==> src/ecpa_pkg.sv <==
`default_nettype none
package ecpa_pkg;

   localparam int COORD_BITS = 16;
   localparam int CNT_BITS = $clog2(COORD_BITS);
   localparam int QUEUE_DEPTH = 2;
   localparam int CSR_INDEX_BITS = 1;

   localparam logic [CSR_INDEX_BITS-1:0] CSR_COEFF_A = 1'd0;
   localparam logic [CSR_INDEX_BITS-1:0] CSR_MODULUS = 1'd1;

   localparam logic [COORD_BITS-1:0] COEFF_A_RESET = COORD_BITS'(0);
   localparam logic [COORD_BITS-1:0] MODULUS_RESET = COORD_BITS'(65521);

   typedef logic [COORD_BITS-1:0] coord_type;

   typedef struct packed {
      coord_type px;
      coord_type py;
      coord_type qx;
      coord_type qy;
   } req_type;

   typedef struct packed {
      coord_type sum_x;
      coord_type sum_y;
      logic      at_infinity;
      logic      no_inverse;
   } rsp_type;

   typedef enum logic [3:0] {
      ST_IDLE,
      ST_REDUCE,
      ST_CLASSIFY,
      ST_SQUARE,
      ST_EU_TEST,
      ST_EU_DIV,
      ST_EU_MUL,
      ST_LAMBDA,
      ST_LAMBDA_SQ,
      ST_Y_MUL,
      ST_OUTPUT
   } back_state_type;

   // operands below m
   function automatic coord_type mod_add(coord_type x, coord_type y, coord_type m);
      logic [COORD_BITS:0] s;
      s = {1'b0, x} + {1'b0, y};
      if (s >= {1'b0, m}) begin
         s = s - {1'b0, m};
      end
      return s[COORD_BITS-1:0];
   endfunction

   function automatic coord_type mod_sub(coord_type x, coord_type y, coord_type m);
      coord_type d;
      d = x - y;
      if (x < y) begin
         d = d + m;
      end
      return d;
   endfunction

endpackage
`default_nettype wire

==> src/ecpa_front.sv <==
`default_nettype none
module ecpa_front #(
   parameter int DEPTH = ecpa_pkg::QUEUE_DEPTH
) (
   input  wire logic             clock,
   input  wire logic             reset,
   input  wire logic             req_valid,
   output logic                  req_stall,
   input  wire ecpa_pkg::req_type req_data,
   output logic                  item_valid,
   output ecpa_pkg::req_type     item_data,
   input  wire logic             item_pop
);

   localparam int PW = $clog2(DEPTH);
   localparam int CW = $clog2(DEPTH + 1);
   localparam logic [PW-1:0] PTR_LAST = PW'(DEPTH - 1);
   localparam logic [CW-1:0] CNT_FULL = CW'(DEPTH);

   ecpa_pkg::req_type mem_ff [DEPTH];
   logic [PW-1:0] wr_ptr_ff, wr_ptr_in;
   logic [PW-1:0] rd_ptr_ff, rd_ptr_in;
   logic [CW-1:0] count_ff, count_in;
   logic push, pop;

   assign req_stall  = (count_ff == CNT_FULL);
   assign item_valid = (count_ff != '0);
   assign item_data  = mem_ff[rd_ptr_ff];
   assign push = req_valid && !req_stall;
   assign pop  = item_pop && item_valid;

   always_comb begin
      wr_ptr_in = wr_ptr_ff;
      rd_ptr_in = rd_ptr_ff;
      count_in  = count_ff;
      if (push) begin
         wr_ptr_in = (wr_ptr_ff == PTR_LAST) ? '0 : wr_ptr_ff + 1'b1;
      end
      if (pop) begin
         rd_ptr_in = (rd_ptr_ff == PTR_LAST) ? '0 : rd_ptr_ff + 1'b1;
      end
      if (push && !pop) begin
         count_in = count_ff + 1'b1;
      end else if (pop && !push) begin
         count_in = count_ff - 1'b1;
      end
   end

   always_ff @(posedge clock) begin
      if (reset) begin
         wr_ptr_ff <= '0;
         rd_ptr_ff <= '0;
         count_ff  <= '0;
      end else begin
         wr_ptr_ff <= wr_ptr_in;
         rd_ptr_ff <= rd_ptr_in;
         count_ff  <= count_in;
      end
   end

   always_ff @(posedge clock) begin
      if (push) begin
         mem_ff[wr_ptr_ff] <= req_data;
      end
   end

endmodule
`default_nettype wire

==> src/ecpa_back.sv <==
`default_nettype none
module ecpa_back (
   input  wire logic                clock,
   input  wire logic                reset,
   input  wire logic                item_valid,
   input  wire ecpa_pkg::req_type   item_data,
   output logic                     item_pop,
   input  wire ecpa_pkg::coord_type coeff_a,
   input  wire ecpa_pkg::coord_type modulus,
   output logic                     rsp_valid,
   input  wire logic                rsp_stall,
   output ecpa_pkg::rsp_type        rsp_data
);

   localparam int N = ecpa_pkg::COORD_BITS;
   localparam int CW = ecpa_pkg::CNT_BITS;
   localparam logic [CW-1:0] CNT_LAST = CW'(N - 1);
   localparam logic [2:0] RED_LAST = 3'd4;

   ecpa_pkg::back_state_type state_ff, state_in;

   ecpa_pkg::req_type  in_ff, in_in;
   ecpa_pkg::coord_type p_ff, p_in;
   ecpa_pkg::coord_type red_ff [5];
   ecpa_pkg::coord_type red_in [5];
   logic [2:0] red_idx_ff, red_idx_in, red_idx_nx;
   logic [CW-1:0] cnt_ff, cnt_in;
   logic [N:0] dv_rem_ff, dv_rem_in;
   ecpa_pkg::coord_type dv_quo_ff, dv_quo_in;
   ecpa_pkg::coord_type mm_acc_ff, mm_acc_in, mm_x_ff, mm_x_in, mm_y_ff, mm_y_in;
   ecpa_pkg::coord_type num_ff, num_in, lam_ff, lam_in;
   ecpa_pkg::coord_type r0_ff, r0_in, r1_ff, r1_in, t0_ff, t0_in, t1_ff, t1_in;
   ecpa_pkg::coord_type x3_ff, x3_in, y3_ff, y3_in;
   logic inf_ff, inf_in, noinv_ff, noinv_in;
   logic rsp_valid_ff;
   ecpa_pkg::rsp_type rsp_ff;

   logic last, out_free, rsp_load, is_inf, is_same;
   ecpa_pkg::coord_type x1, y1, x2, y2, a_red;
   ecpa_pkg::coord_type divisor, mm_acc_nx, mm_x_nx, mm_y_nx, dv_quo_nx;
   ecpa_pkg::coord_type red_src, sq_t, q_red, x3_v;
   logic [N:0] dv_shift, dv_rem_nx;
   logic dv_ge;

   assign x1    = red_ff[0];
   assign y1    = red_ff[1];
   assign x2    = red_ff[2];
   assign y2    = red_ff[3];
   assign a_red = red_ff[4];

   assign last     = (cnt_ff == CNT_LAST);
   assign out_free = !rsp_valid_ff || !rsp_stall;
   assign is_same  = (x1 == x2) && (y1 == y2);
   assign is_inf   = (x1 == x2) && (ecpa_pkg::mod_add(y1, y2, p_ff) == '0);

   // restoring divider step
   assign divisor   = (state_ff == ecpa_pkg::ST_REDUCE) ? p_ff : r1_ff;
   assign dv_shift  = {dv_rem_ff[N-1:0], dv_quo_ff[N-1]};
   assign dv_ge     = (dv_shift >= {1'b0, divisor});
   assign dv_rem_nx = dv_ge ? dv_shift - {1'b0, divisor} : dv_shift;
   assign dv_quo_nx = {dv_quo_ff[N-2:0], dv_ge};

   // shift-add modular multiplier step, multiplier lsb first
   assign mm_acc_nx = mm_y_ff[0] ? ecpa_pkg::mod_add(mm_acc_ff, mm_x_ff, p_ff) : mm_acc_ff;
   assign mm_x_nx   = ecpa_pkg::mod_add(mm_x_ff, mm_x_ff, p_ff);
   assign mm_y_nx   = mm_y_ff >> 1;

   assign red_idx_nx = red_idx_ff + 3'd1;
   assign sq_t  = mm_acc_nx;
   assign q_red = (dv_quo_nx >= p_ff) ? dv_quo_nx - p_ff : dv_quo_nx;
   assign x3_v  = ecpa_pkg::mod_sub(ecpa_pkg::mod_sub(mm_acc_nx, x1, p_ff), x2, p_ff);

   always_comb begin
      case (red_idx_nx)
         3'd1:    red_src = in_ff.py;
         3'd2:    red_src = in_ff.qx;
         3'd3:    red_src = in_ff.qy;
         default: red_src = coeff_a;
      endcase
   end

   // next state
   always_comb begin
      state_in = state_ff;
      case (state_ff)
         ecpa_pkg::ST_IDLE:      if (item_valid) state_in = ecpa_pkg::ST_REDUCE;
         ecpa_pkg::ST_REDUCE: begin
            if (last && red_idx_ff == RED_LAST) state_in = ecpa_pkg::ST_CLASSIFY;
         end
         ecpa_pkg::ST_CLASSIFY: begin
            if (is_inf) state_in = ecpa_pkg::ST_OUTPUT;
            else if (is_same) state_in = ecpa_pkg::ST_SQUARE;
            else state_in = ecpa_pkg::ST_EU_TEST;
         end
         ecpa_pkg::ST_SQUARE:    if (last) state_in = ecpa_pkg::ST_EU_TEST;
         ecpa_pkg::ST_EU_TEST: begin
            state_in = (r1_ff == '0) ? ecpa_pkg::ST_LAMBDA : ecpa_pkg::ST_EU_DIV;
         end
         ecpa_pkg::ST_EU_DIV:    if (last) state_in = ecpa_pkg::ST_EU_MUL;
         ecpa_pkg::ST_EU_MUL:    if (last) state_in = ecpa_pkg::ST_EU_TEST;
         ecpa_pkg::ST_LAMBDA:    if (last) state_in = ecpa_pkg::ST_LAMBDA_SQ;
         ecpa_pkg::ST_LAMBDA_SQ: if (last) state_in = ecpa_pkg::ST_Y_MUL;
         ecpa_pkg::ST_Y_MUL:     if (last) state_in = ecpa_pkg::ST_OUTPUT;
         ecpa_pkg::ST_OUTPUT:    if (out_free) state_in = ecpa_pkg::ST_IDLE;
         default:                state_in = ecpa_pkg::ST_IDLE;
      endcase
   end

   // fsm outputs
   always_comb begin
      item_pop = 1'b0;
      rsp_load = 1'b0;
      case (state_ff)
         ecpa_pkg::ST_IDLE:   item_pop = item_valid;
         ecpa_pkg::ST_OUTPUT: rsp_load = out_free;
         default: begin
            item_pop = 1'b0;
            rsp_load = 1'b0;
         end
      endcase
   end

   // datapath
   always_comb begin
      in_in      = in_ff;
      p_in       = p_ff;
      red_in     = red_ff;
      red_idx_in = red_idx_ff;
      cnt_in     = '0;
      dv_rem_in  = dv_rem_ff;
      dv_quo_in  = dv_quo_ff;
      mm_acc_in  = mm_acc_ff;
      mm_x_in    = mm_x_ff;
      mm_y_in    = mm_y_ff;
      num_in     = num_ff;
      lam_in     = lam_ff;
      r0_in      = r0_ff;
      r1_in      = r1_ff;
      t0_in      = t0_ff;
      t1_in      = t1_ff;
      x3_in      = x3_ff;
      y3_in      = y3_ff;
      inf_in     = inf_ff;
      noinv_in   = noinv_ff;
      case (state_ff)
         ecpa_pkg::ST_IDLE: begin
            if (item_valid) begin
               in_in      = item_data;
               p_in       = (modulus < N'(2)) ? N'(1) : modulus;
               red_idx_in = '0;
               dv_quo_in  = item_data.px;
               dv_rem_in  = '0;
            end
         end
         ecpa_pkg::ST_REDUCE: begin
            cnt_in    = last ? '0 : cnt_ff + 1'b1;
            dv_rem_in = dv_rem_nx;
            dv_quo_in = dv_quo_nx;
            if (last) begin
               red_in[red_idx_ff] = dv_rem_nx[N-1:0];
               red_idx_in = red_idx_nx;
               dv_rem_in  = '0;
               dv_quo_in  = red_src;
            end
         end
         ecpa_pkg::ST_CLASSIFY: begin
            inf_in   = is_inf;
            noinv_in = 1'b0;
            x3_in    = '0;
            y3_in    = '0;
            mm_x_in  = x1;
            mm_y_in  = x1;
            mm_acc_in = '0;
            num_in   = ecpa_pkg::mod_sub(y2, y1, p_ff);
            r0_in    = p_ff;
            r1_in    = ecpa_pkg::mod_sub(x2, x1, p_ff);
            t0_in    = '0;
            t1_in    = N'(1);
         end
         ecpa_pkg::ST_SQUARE: begin
            cnt_in    = last ? '0 : cnt_ff + 1'b1;
            mm_acc_in = mm_acc_nx;
            mm_x_in   = mm_x_nx;
            mm_y_in   = mm_y_nx;
            if (last) begin
               num_in = ecpa_pkg::mod_add(ecpa_pkg::mod_add(ecpa_pkg::mod_add(sq_t, sq_t, p_ff),
                        sq_t, p_ff), a_red, p_ff);
               r0_in  = p_ff;
               r1_in  = ecpa_pkg::mod_add(y1, y1, p_ff);
               t0_in  = '0;
               t1_in  = N'(1);
            end
         end
         ecpa_pkg::ST_EU_TEST: begin
            if (r1_ff == '0) begin
               noinv_in  = (r0_ff != N'(1));
               mm_x_in   = num_ff;
               mm_y_in   = (r0_ff == N'(1)) ? t0_ff : '0;
               mm_acc_in = '0;
            end else begin
               dv_quo_in = r0_ff;
               dv_rem_in = '0;
            end
         end
         ecpa_pkg::ST_EU_DIV: begin
            cnt_in    = last ? '0 : cnt_ff + 1'b1;
            dv_rem_in = dv_rem_nx;
            dv_quo_in = dv_quo_nx;
            if (last) begin
               mm_x_in   = q_red;
               mm_y_in   = t1_ff;
               mm_acc_in = '0;
               r0_in     = r1_ff;
               r1_in     = dv_rem_nx[N-1:0];
            end
         end
         ecpa_pkg::ST_EU_MUL: begin
            cnt_in    = last ? '0 : cnt_ff + 1'b1;
            mm_acc_in = mm_acc_nx;
            mm_x_in   = mm_x_nx;
            mm_y_in   = mm_y_nx;
            if (last) begin
               t0_in = t1_ff;
               t1_in = ecpa_pkg::mod_sub(t0_ff, mm_acc_nx, p_ff);
            end
         end
         ecpa_pkg::ST_LAMBDA: begin
            cnt_in    = last ? '0 : cnt_ff + 1'b1;
            mm_acc_in = mm_acc_nx;
            mm_x_in   = mm_x_nx;
            mm_y_in   = mm_y_nx;
            if (last) begin
               lam_in    = mm_acc_nx;
               mm_x_in   = mm_acc_nx;
               mm_y_in   = mm_acc_nx;
               mm_acc_in = '0;
            end
         end
         ecpa_pkg::ST_LAMBDA_SQ: begin
            cnt_in    = last ? '0 : cnt_ff + 1'b1;
            mm_acc_in = mm_acc_nx;
            mm_x_in   = mm_x_nx;
            mm_y_in   = mm_y_nx;
            if (last) begin
               x3_in     = x3_v;
               mm_x_in   = lam_ff;
               mm_y_in   = ecpa_pkg::mod_sub(x1, x3_v, p_ff);
               mm_acc_in = '0;
            end
         end
         ecpa_pkg::ST_Y_MUL: begin
            cnt_in    = last ? '0 : cnt_ff + 1'b1;
            mm_acc_in = mm_acc_nx;
            mm_x_in   = mm_x_nx;
            mm_y_in   = mm_y_nx;
            if (last) begin
               y3_in = ecpa_pkg::mod_sub(mm_acc_nx, y1, p_ff);
            end
         end
         default: begin
            cnt_in = '0;
         end
      endcase
   end

   always_ff @(posedge clock) begin
      if (reset) begin
         state_ff     <= ecpa_pkg::ST_IDLE;
         cnt_ff       <= '0;
         rsp_valid_ff <= 1'b0;
      end else begin
         state_ff <= state_in;
         cnt_ff   <= cnt_in;
         if (rsp_load) begin
            rsp_valid_ff <= 1'b1;
         end else if (!rsp_stall) begin
            rsp_valid_ff <= 1'b0;
         end
      end
   end

   always_ff @(posedge clock) begin
      in_ff      <= in_in;
      p_ff       <= p_in;
      red_ff     <= red_in;
      red_idx_ff <= red_idx_in;
      dv_rem_ff  <= dv_rem_in;
      dv_quo_ff  <= dv_quo_in;
      mm_acc_ff  <= mm_acc_in;
      mm_x_ff    <= mm_x_in;
      mm_y_ff    <= mm_y_in;
      num_ff     <= num_in;
      lam_ff     <= lam_in;
      r0_ff      <= r0_in;
      r1_ff      <= r1_in;
      t0_ff      <= t0_in;
      t1_ff      <= t1_in;
      x3_ff      <= x3_in;
      y3_ff      <= y3_in;
      inf_ff     <= inf_in;
      noinv_ff   <= noinv_in;
      if (rsp_load) begin
         rsp_ff.sum_x       <= x3_ff;
         rsp_ff.sum_y       <= y3_ff;
         rsp_ff.at_infinity <= inf_ff;
         rsp_ff.no_inverse  <= noinv_ff;
      end
   end

   assign rsp_valid = rsp_valid_ff;
   assign rsp_data  = rsp_ff;

endmodule
`default_nettype wire

==> src/ec_point_add_prime_field.sv <==
// sequence: pop, reduce of the five inputs mod p, classify, square (doubling only),
//   extended euclid with a divide and a multiply per quotient step, lambda multiply,
//   lambda square, y multiply, output
// throughput: one transaction at a time in the bit-serial divider and multiplier;
//   a two-entry queue takes new points meanwhile
// reset: synchronous, clears queue, sequencer and output valid; a = 0, p = 65521
`default_nettype none
module ec_point_add_prime_field #(
   parameter int QUEUE_DEPTH = ecpa_pkg::QUEUE_DEPTH
) (
   input  wire logic                                 clock,
   input  wire logic                                 reset,
   input  wire logic                                 req_valid,
   output logic                                      req_stall,
   input  wire ecpa_pkg::req_type                    req_data,
   output logic                                      rsp_valid,
   input  wire logic                                 rsp_stall,
   output ecpa_pkg::rsp_type                         rsp_data,
   input  wire logic                                 csr_valid,
   output logic                                      csr_ready,
   input  wire logic [ecpa_pkg::CSR_INDEX_BITS-1:0]  csr_index,
   input  wire ecpa_pkg::coord_type                  csr_wdata
);

   ecpa_pkg::coord_type coeff_a_ff, modulus_ff;
   logic item_valid, item_pop;
   ecpa_pkg::req_type item_data;

   assign csr_ready = 1'b1;

   always_ff @(posedge clock) begin
      if (reset) begin
         coeff_a_ff <= ecpa_pkg::COEFF_A_RESET;
         modulus_ff <= ecpa_pkg::MODULUS_RESET;
      end else if (csr_valid && csr_ready) begin
         case (csr_index)
            ecpa_pkg::CSR_COEFF_A: coeff_a_ff <= csr_wdata;
            ecpa_pkg::CSR_MODULUS: modulus_ff <= csr_wdata;
            default: begin
               coeff_a_ff <= coeff_a_ff;
            end
         endcase
      end
   end

   ecpa_front #(
      .DEPTH (QUEUE_DEPTH)
   ) u_front (
      .clock      (clock),
      .reset      (reset),
      .req_valid  (req_valid),
      .req_stall  (req_stall),
      .req_data   (req_data),
      .item_valid (item_valid),
      .item_data  (item_data),
      .item_pop   (item_pop)
   );

   ecpa_back u_back (
      .clock      (clock),
      .reset      (reset),
      .item_valid (item_valid),
      .item_data  (item_data),
      .item_pop   (item_pop),
      .coeff_a    (coeff_a_ff),
      .modulus    (modulus_ff),
      .rsp_valid  (rsp_valid),
      .rsp_stall  (rsp_stall),
      .rsp_data   (rsp_data)
   );

endmodule
`default_nettype wire
==> config.mk <==
export PLATFORM = sky130hd
export DESIGN_NAME = ec_point_add_prime_field
export DESIGN_NICKNAME = d
export VERILOG_FILES = /design/src/ecpa_pkg.sv /design/src/ecpa_front.sv /design/src/ecpa_back.sv /design/src/ec_point_add_prime_field.sv
export SDC_FILE = /design/constraint.sdc
export NUM_CORES = 2
export LEC_CHECK = 0
export BUFFER_PORTS_ARGS = -buffer_cell sky130_fd_sc_hd__clkbuf_2
export CORE_AREA = 2 2 303 305
export CTS_BUF_LIST = sky130_fd_sc_hd__clkbuf_2
export DETAILED_ROUTE_END_ITERATION = 10
export DIE_AREA = 0 0 305 307
export PLACE_DENSITY_LB_ADDON = 0.2
export SLEW_MARGIN = 15
export SYNTH_ARGS = -nofsm -noshare
export SYNTH_HDL_FRONTEND = slang
export SYNTH_SLANG_ARGS = --single-unit
==> constraint.sdc <==
create_clock -name clock -period 20.1 [get_ports clock]
set_input_delay 2.01 -clock clock [delete_from_list [all_inputs] [get_ports clock]]
set_output_delay 2.01 -clock clock [all_outputs]
set_load 0.005 [all_outputs]
### Word level (Yosys, flattened, before mapping)

Memories as Yosys holds them, arrays and structs flattened. A register that Yosys moved wholly into a read port is not among the register bits.
Cells that the tools add are included.
W data, S select, Z words.

| operators by class | value |
|---|---|
| add/subtract/negate cells | 36 |
| multiplexer cells | 94 |
| bitwise logic cells | 3 |
| magnitude comparators | 19 |
| reductions and logical operators | 50 |
| equal/unequal tests | 34 |

Operators by type and width:

| kind | count |
|---|---|
| $mux W16 | 50 |
| $sub A16 B16 Y16 | 16 |
| $pmux W16 S3 | 5 |
| $pmux W16 S6 | 2 |
| $ge A17 B16 Y1 | 8 |
| $pmux W16 S4 | 2 |
| $add A16 B16 Y17 | 7 |
| $add A16 B16 Y16 | 7 |
| $lt A16 B16 Y1 | 7 |
| $pmux W16 S2 | 3 |
| $bwmux W80 | 1 |
| $pmux W16 S5 | 1 |
| $demux W16 S3 | 1 |
| $pmux W4 S10 | 1 |
| $mux W4 | 9 |
| $eq A16 B16 Y1 | 2 |
| $logic_not A16 Y1 | 2 |
| $ne A2 B1 Y1 const B | 12 |
| $reduce_and A2 Y1 | 9 |
| $reduce_and A3 Y1 | 6 |
| $eq A16 B1 Y1 const B | 1 |
| $eq A4 B3 Y1 const B | 4 |
| $eq A4 B4 Y1 const B | 4 |
| $ge A16 B16 Y1 | 1 |
| other kinds (36) | 75 |

| word-level totals | value |
|---|---|
| output and inout port bits | 37 |
| bits in registers | 436 |
| input port bits | 86 |
| memories | 1 |
| bits in writable memories | 128 |
| word-level logic and storage cells | 274 |

Memories:

| memory | depth | bits a word | rd ports | clocked after Yosys merged registers in | wr ports | RTL line | RTL |
|---|---|---|---|---|---|---|---|
| u_front.mem_ff | 2 | 64 | 1 | 1 | 1 | ecpa_front.sv:20 | `ecpa_pkg::req_type mem_ff [DEPTH];` |

### Logic depth before layout (Yosys ltp)

| logic depth | value |
|---|---|
| word-level depth | 19 |
| gate-level depth with buffers | 79 |
| gate-level depth less buffers | 74 |

### Cells and area by module

A second synthesis with hierarchy kept.

| second synthesis, totals | value |
|---|---|
| cells, all modules | 4,362 |
| area total of the unflattened synthesis | 43,416.6 µm² |

By module, submodules not included:

| module | cells each | area each (µm²) | times used | sequential area each (µm²) |
|---|---|---|---|---|
| ecpa_back | 4,010 | 37,255.7 | 1 | 11,921.4 |
| ecpa_front | 224 | 4,834.6 | 1 | 3,943.8 |
| ec_point_add_prime_field | 128 | 1,326.3 | 1 | 640.6 |

### Worst setup path before layout

No wires, ideal clock.

| timing | value |
|---|---|
| path kind | reg-to-reg |
| from | reg u_back.mm_x_ff[0] |
| to | reg u_back.num_ff[12] (data pin) |
| cell stages (with the launch flop) | 74 |
| setup slack | 5.378 ns |
| buffers on the path | 4 |
| required time | 19.830 ns |
| period minus slack after synthesis | 14.722 ns |
| library setup time | 0.270 ns |
| arrival time | 14.452 ns |
| cells stage by stage | edfxtp_1 -> ha_1 -> inv_1 -> fa_1 -> nor2b_1 -> o31a_1 -> o21ai_1 -> o21ai_1 -> o21ai_0 -> nor2b_1 -> xnor2_1 -> ha_1 -> nand4_1 -> nor4_1 -> nor2_1 -> a31oi_1 -> o21ai_1 -> nand2_1 -> (+38 left out) -> a21o_1 -> a21o_1 -> a21o_1 -> a21o_1 -> a21oi_1 -> o21ai_0 -> o41a_1 -> a31oi_1 -> o21ai_0 -> xor2_1 -> ha_1 -> nand4_1 -> nor4_1 -> or3_1 -> a221oi_2 -> buf_2 -> mux2i_1 -> a21oi_1 |

| on the way | value |
|---|---|
| cells in the longest elaborated chain, start to end | 19 |
| elaborated cells on any way between the ends | 23 |
| classes of those cells | add/sub: 8; order compare: 4; mux: 11 |

RTL lines:

| element | RTL line | RTL |
|---|---|---|
| start: declaration | ecpa_back.sv:30 | `ecpa_pkg::coord_type mm_acc_ff, mm_acc_in, mm_x_ff, mm_x_in, mm_y_ff, mm_y_in;` |
| start signal: assignment | ecpa_back.sv:290 | `mm_x_ff <= mm_x_in;` |
| $add A16 B16 Y17 * | ecpa_pkg.sv:48 | `s = {1'b0, x} + {1'b0, y};` |
| $sub A16 B16 Y16 or $ge A17 B16 Y1 (tied branches) | ecpa_pkg.sv:50, ecpa_pkg.sv:49 |  |
| $mux W16 * | ecpa_pkg.sv:49 | `if (s >= {1'b0, m}) begin` |
| $mux W16 * | ecpa_back.sv:64 | `assign mm_acc_nx = mm_y_ff[0] ? ecpa_pkg::mod_add(mm_acc_ff, mm_x_ff, p_ff) : mm_acc_ff;` |
| net u_back.mm_acc_nx[1] | ecpa_back.sv:40 | `ecpa_pkg::coord_type divisor, mm_acc_nx, mm_x_nx, mm_y_nx, dv_quo_nx;` |
| $add A16 B16 Y17 | ecpa_pkg.sv:48 |  |
| $sub A16 B16 Y16 or $ge A17 B16 Y1 (tied branches) | ecpa_pkg.sv:50, ecpa_pkg.sv:49 |  |
| $mux W16 | ecpa_pkg.sv:49 |  |
| (+5 left out) | -- |  |
| $mux W16 * | ecpa_back.sv:185 | `if (last) begin` |
| $mux W16 * | ecpa_back.sv:145 | `case (state_ff)` |
| $add A16 B16 Y17 * | ecpa_pkg.sv:48 |  |
| $sub A16 B16 Y16 or $ge A17 B16 Y1 (tied branches) | ecpa_pkg.sv:50, ecpa_pkg.sv:49 |  |
| $mux W16 * | ecpa_pkg.sv:49 |  |
| $mux W16 * | ecpa_back.sv:185 |  |
| $pmux W16 S2 * | ecpa_back.sv:145 |  |
| net u_back.num_in[12] | ecpa_back.sv:31 | `ecpa_pkg::coord_type num_ff, num_in, lam_ff, lam_in;` |
| end signal: assignment | ecpa_back.sv:292 | `num_ff <= num_in;` |
| end: declaration | ecpa_back.sv:31 |  |

Mark *: on every way through the listed nets, which the timed path passes. The rest lies on a longest branch. The select of a mux whose other input is x is not followed.
A chain may end at the register's enable or synchronous reset.

### Worst setup path after layout

| timing | value |
|---|---|
| from | reg u_back.mm_x_ff[0] |
| to | reg u_back.num_ff[0] (data pin) |

| on the way | value |
|---|---|
| cells in the longest elaborated chain, start to end | 19 |
| elaborated cells on any way between the ends | 23 |
| classes of those cells | add/sub: 8; order compare: 4; mux: 11 |

RTL lines:

| element | RTL line |
|---|---|
| $add A16 B16 Y17 * | ecpa_pkg.sv:48 |
| $sub A16 B16 Y16 or $ge A17 B16 Y1 (tied branches) | ecpa_pkg.sv:50, ecpa_pkg.sv:49 |
| $mux W16 * | ecpa_pkg.sv:49 |
| $mux W16 * | ecpa_back.sv:64 |
| net u_back.mm_acc_nx[2] | ecpa_back.sv:40 |
| $add A16 B16 Y17 | ecpa_pkg.sv:48 |
| $sub A16 B16 Y16 or $ge A17 B16 Y1 (tied branches) | ecpa_pkg.sv:50, ecpa_pkg.sv:49 |
| $mux W16 | ecpa_pkg.sv:49 |
| (+5 left out) | -- |
| $mux W16 * | ecpa_back.sv:185 |
| $mux W16 * | ecpa_back.sv:145 |
| $add A16 B16 Y17 * | ecpa_pkg.sv:48 |
| $sub A16 B16 Y16 or $ge A17 B16 Y1 (tied branches) | ecpa_pkg.sv:50, ecpa_pkg.sv:49 |
| $mux W16 * | ecpa_pkg.sv:49 |
| $mux W16 * | ecpa_back.sv:185 |
| $pmux W16 S2 * | ecpa_back.sv:145 |
| net u_back.num_in[0] | ecpa_back.sv:31 |

Marks and branches as above.

==> out/results.txt <==
FMAX -> 55.8 MHz
clk buf depth -> 3
drt pass-1 iters -> 8
final setup skew -> 0.152 ns
postcts setup bufs -> 0
DRC errors left -> 0
CTS Hold Bufs -> 0
DR WL/cell -> 24.6 µm
Layout area overhead -> 8.82%
most frequent cells in the layout -> edfxtp_1 (519), ha_1 (433), nor2_1 (387)
r2r worst-path depth -> 72
outcome -> complete, no violations
initial drt markers -> 4040
hold-critical path depth -> 0
wirelength, routed -> 147000 µm
final setup fails -> 0
critical path's slowest cell -> a221oi_2
PostCTS Resize Cnt -> 0
most common cell after layout, fill and taps aside -> edfxtp_1
Final nets -> 5188
Slowest Stage Delay on Critical Path -> 0.78 ns
GRT overflow -> 0
layout cells sized above 1 -> 12.8%
Main synth FF type -> edfxtp_1
synthesized area -> 42900 µm²
synth warn -> 0
critical path endpoint -> u_back.num_ff[0]$_DFFE_PP_
Final Hold Viols -> 0
sequential share of the synthesized area -> 38.4%
Worst-path clk slew -> 0.12 ns
Syn Area/Cell -> 9.70 µm²
first-pass GRT wire length -> 214000 µm
WP data required -> 21.27 ns
cells after synthesis -> 4428
Worst-Margin Slew -> 1.28 ns
FP Rows -> 111
ANT nets after route -> 0
simple-gate share of the synthesized area -> 13.7%
gpl congestion -> 0.973
largest reg by FF count -> u_front.mem_ff
Max-cap violations -> 0
Slew Viols, Final -> 0
reg-to-reg startpoint -> u_back.mm_x_ff[0]$_DFFE_PP_
total number of vias -> 36500
Period minus WS final -> 17.92 ns
Post-Syn Nets -> 4974
initial antenna violation count -> 10
Crit Path Category -> reg2reg
XOR/XNOR share of the synthesized area -> 6.38%
worst hold slack -> 0.415 ns
CP Max Fanout -> 17
Yosys cell types -> 99
H-tree depth -> 4
R2R Path End -> u_back.num_ff[0]$_DFFE_PP_
RSZ-0062 raised after global routing -> false
input/output buffers -> 121
Critical Path End Type -> flop
Compound-Gate Fraction of Synth Area -> 19.1%
CTS sink cnt -> 565
Total GRT Usage -> 30.7%
Area contributors post-synth -> edfxtp_1 (36%), ha_1 (13%), xnor2_1 (4.4%)
vias in the first global route -> 34200
largest family of logic cells by synthesized area -> compound AO/OA/AOI/OAI gates
die area -> 93600 µm²
Synth Register Bits -> 565
largest net degree at the start of global routing -> 69
top cell type's share of synthesized area -> 36.3%
placed wire-length estimate -> 108000 µm
mux cell area share after synthesis -> 4.60%
Tcrit/Tclk final -> 89.2%
Die H -> 307 µm
Synth area leader -> edfxtp_1
Root Buffer -> clkbuf_2
Worst Setup SP -> u_back.mm_x_ff[0]$_DFFE_PP_
number of synthesized flops with an enable pin -> 519
accumulated negative setup slack -> 0 ns
Via density -> 6.12
max FFs per register -> 128
adder-cell share of the synthesized area -> 13.9%
worst skew pair latency -> 1.54 ns
top-level port count -> 123
CTS Buf Count -> 153
CTS tree -> built
max_slew headroom -> 14.5%
most used cell, CP -> a21oi_1
Hold WC Path Type -> reg2reg
Startpoint Class -> flop
core area -> 90700 µm²
Starting Density -> 47.4%
reg-to-reg slack, setup -> 2.18 ns
crit path DAT -> 19.10 ns
die width -> 305 µm
asr flop ratio synth -> 0%
==> worst min path at each step <==
stage | slack, ns | from | endpoint
after floorplan | 0.40 | u_back.noinv_ff$_DFFE_PP_ | u_back.rsp_data[0]$_DFFE_PP_
after global placement | 0.40 | u_back.x3_ff[12]$_SDFFCE_PN0P_ | u_back.rsp_data[30]$_DFFE_PP_
after detailed placement | 0.41 | u_back.x3_ff[7]$_SDFFCE_PN0P_ | u_back.rsp_data[25]$_DFFE_PP_
after CTS | 0.42 | u_back.y3_ff[5]$_SDFFCE_PN0P_ | u_back.rsp_data[7]$_DFFE_PP_
after global routing | 0.40 | modulus_ff[11]$_SDFFE_PP1P_ | u_back.p_ff[11]$_SDFFCE_PN0P_
final | 0.42 | u_back.y3_ff[0]$_SDFFCE_PN0P_ | u_back.rsp_data[2]$_DFFE_PP_
==> cells by family after synthesis <==
| kind of cell | Yosys count |
|---|---|
| buffers and inverters | 434 |
| adders and majority gates | 462 |
| DFF | 565 |
| other | 1 |
| muxes | 185 |
| and+or+nand+nor | 1239 |
| AOI/OAI and AO/OA | 1229 |
| xor gates and xnor gates | 313 |
==> stage by stage <==
| stage | util, % | area (µm²) | worst slack [ns] | instances |
|---|---|---|---|---|
| 2_1_floorplan | - | 42900 | 5.38 | 4428 |
| 3_3_place_gp | 49.9 | 45200 | 2.89 | 5672 |
| 3_5_place_dp | 49.9 | 45200 | 2.56 | 5672 |
| 4_1_cts | 51.5 | 46700 | 2.38 | 5949 |
| 5_1_grt | 51.5 | 46700 | 1.01 | 5959 |
| 6_report | 51.5 | 46700 | 2.18 | 5960 |
==> per-layer routing <==
layer	wire, µm	up-vias	global-route usage (%)
li1	-	17100	-
met1	60700	17400	41.3
met2	63500	1688	46.8
met5	19	-	0
met3	13800	371	5.58
met4	8570	2	17.2
==> layout make-up <==
type,count,area (µm²)
Antenna cell,10,25.0
Clock inverter,64,364
Multi-Input combinational cell,3429,24900
Tap cell,1186,1480
Clock buffer,213,1070
Fill cell,8475,44000
Sequential cell,565,16500
Timing Repair Buffer,214,1320
Inverter,279,1050
==> critical path: cells and delay by family (launching register included) <==
| kind | cells | cell delay, ns |
|---|---|---|
| mux | 1 | 0.42 |
| xor+xnor | 3 | 0.51 |
| flops | 1 | 0.46 |
| buf+inv | 4 | 0.76 |
| fa+ha+maj | 9 | 2.94 |
| compound gates | 39 | 8.97 |
| simple gates | 16 | 3.49 |
==> synthesized netlist by cell type, types with 15 or more instances <==
cell,n
nand2_1,311
a21boi_0,46
edfxtp_1,519
nor2_1,391
inv_1,279
a211o_1,24
o21a_1,49
a221oi_1,17
clkbuf_1,134
a21oi_1,352
nor3_1,98
fa_1,27
nand3_1,75
nor2b_1,65
and3_1,44
o31ai_1,21
nand2b_1,46
xor2_1,97
o31a_1,15
a31oi_1,26
mux2i_1,92
o21ai_0,224
o211ai_1,23
and2_1,52
mux2_2,89
dfxtp_1,46
o21bai_1,42
a211oi_1,52
or3_1,30
ha_1,433
xnor2_1,216
nor4_1,32
a21o_1,105
o221ai_1,22
nand4_1,47
a222oi_1,43
Power is left out: the tool's default activity adds up to more than one toggle a clock period on the data nets, which glitch-free logic cannot reach.
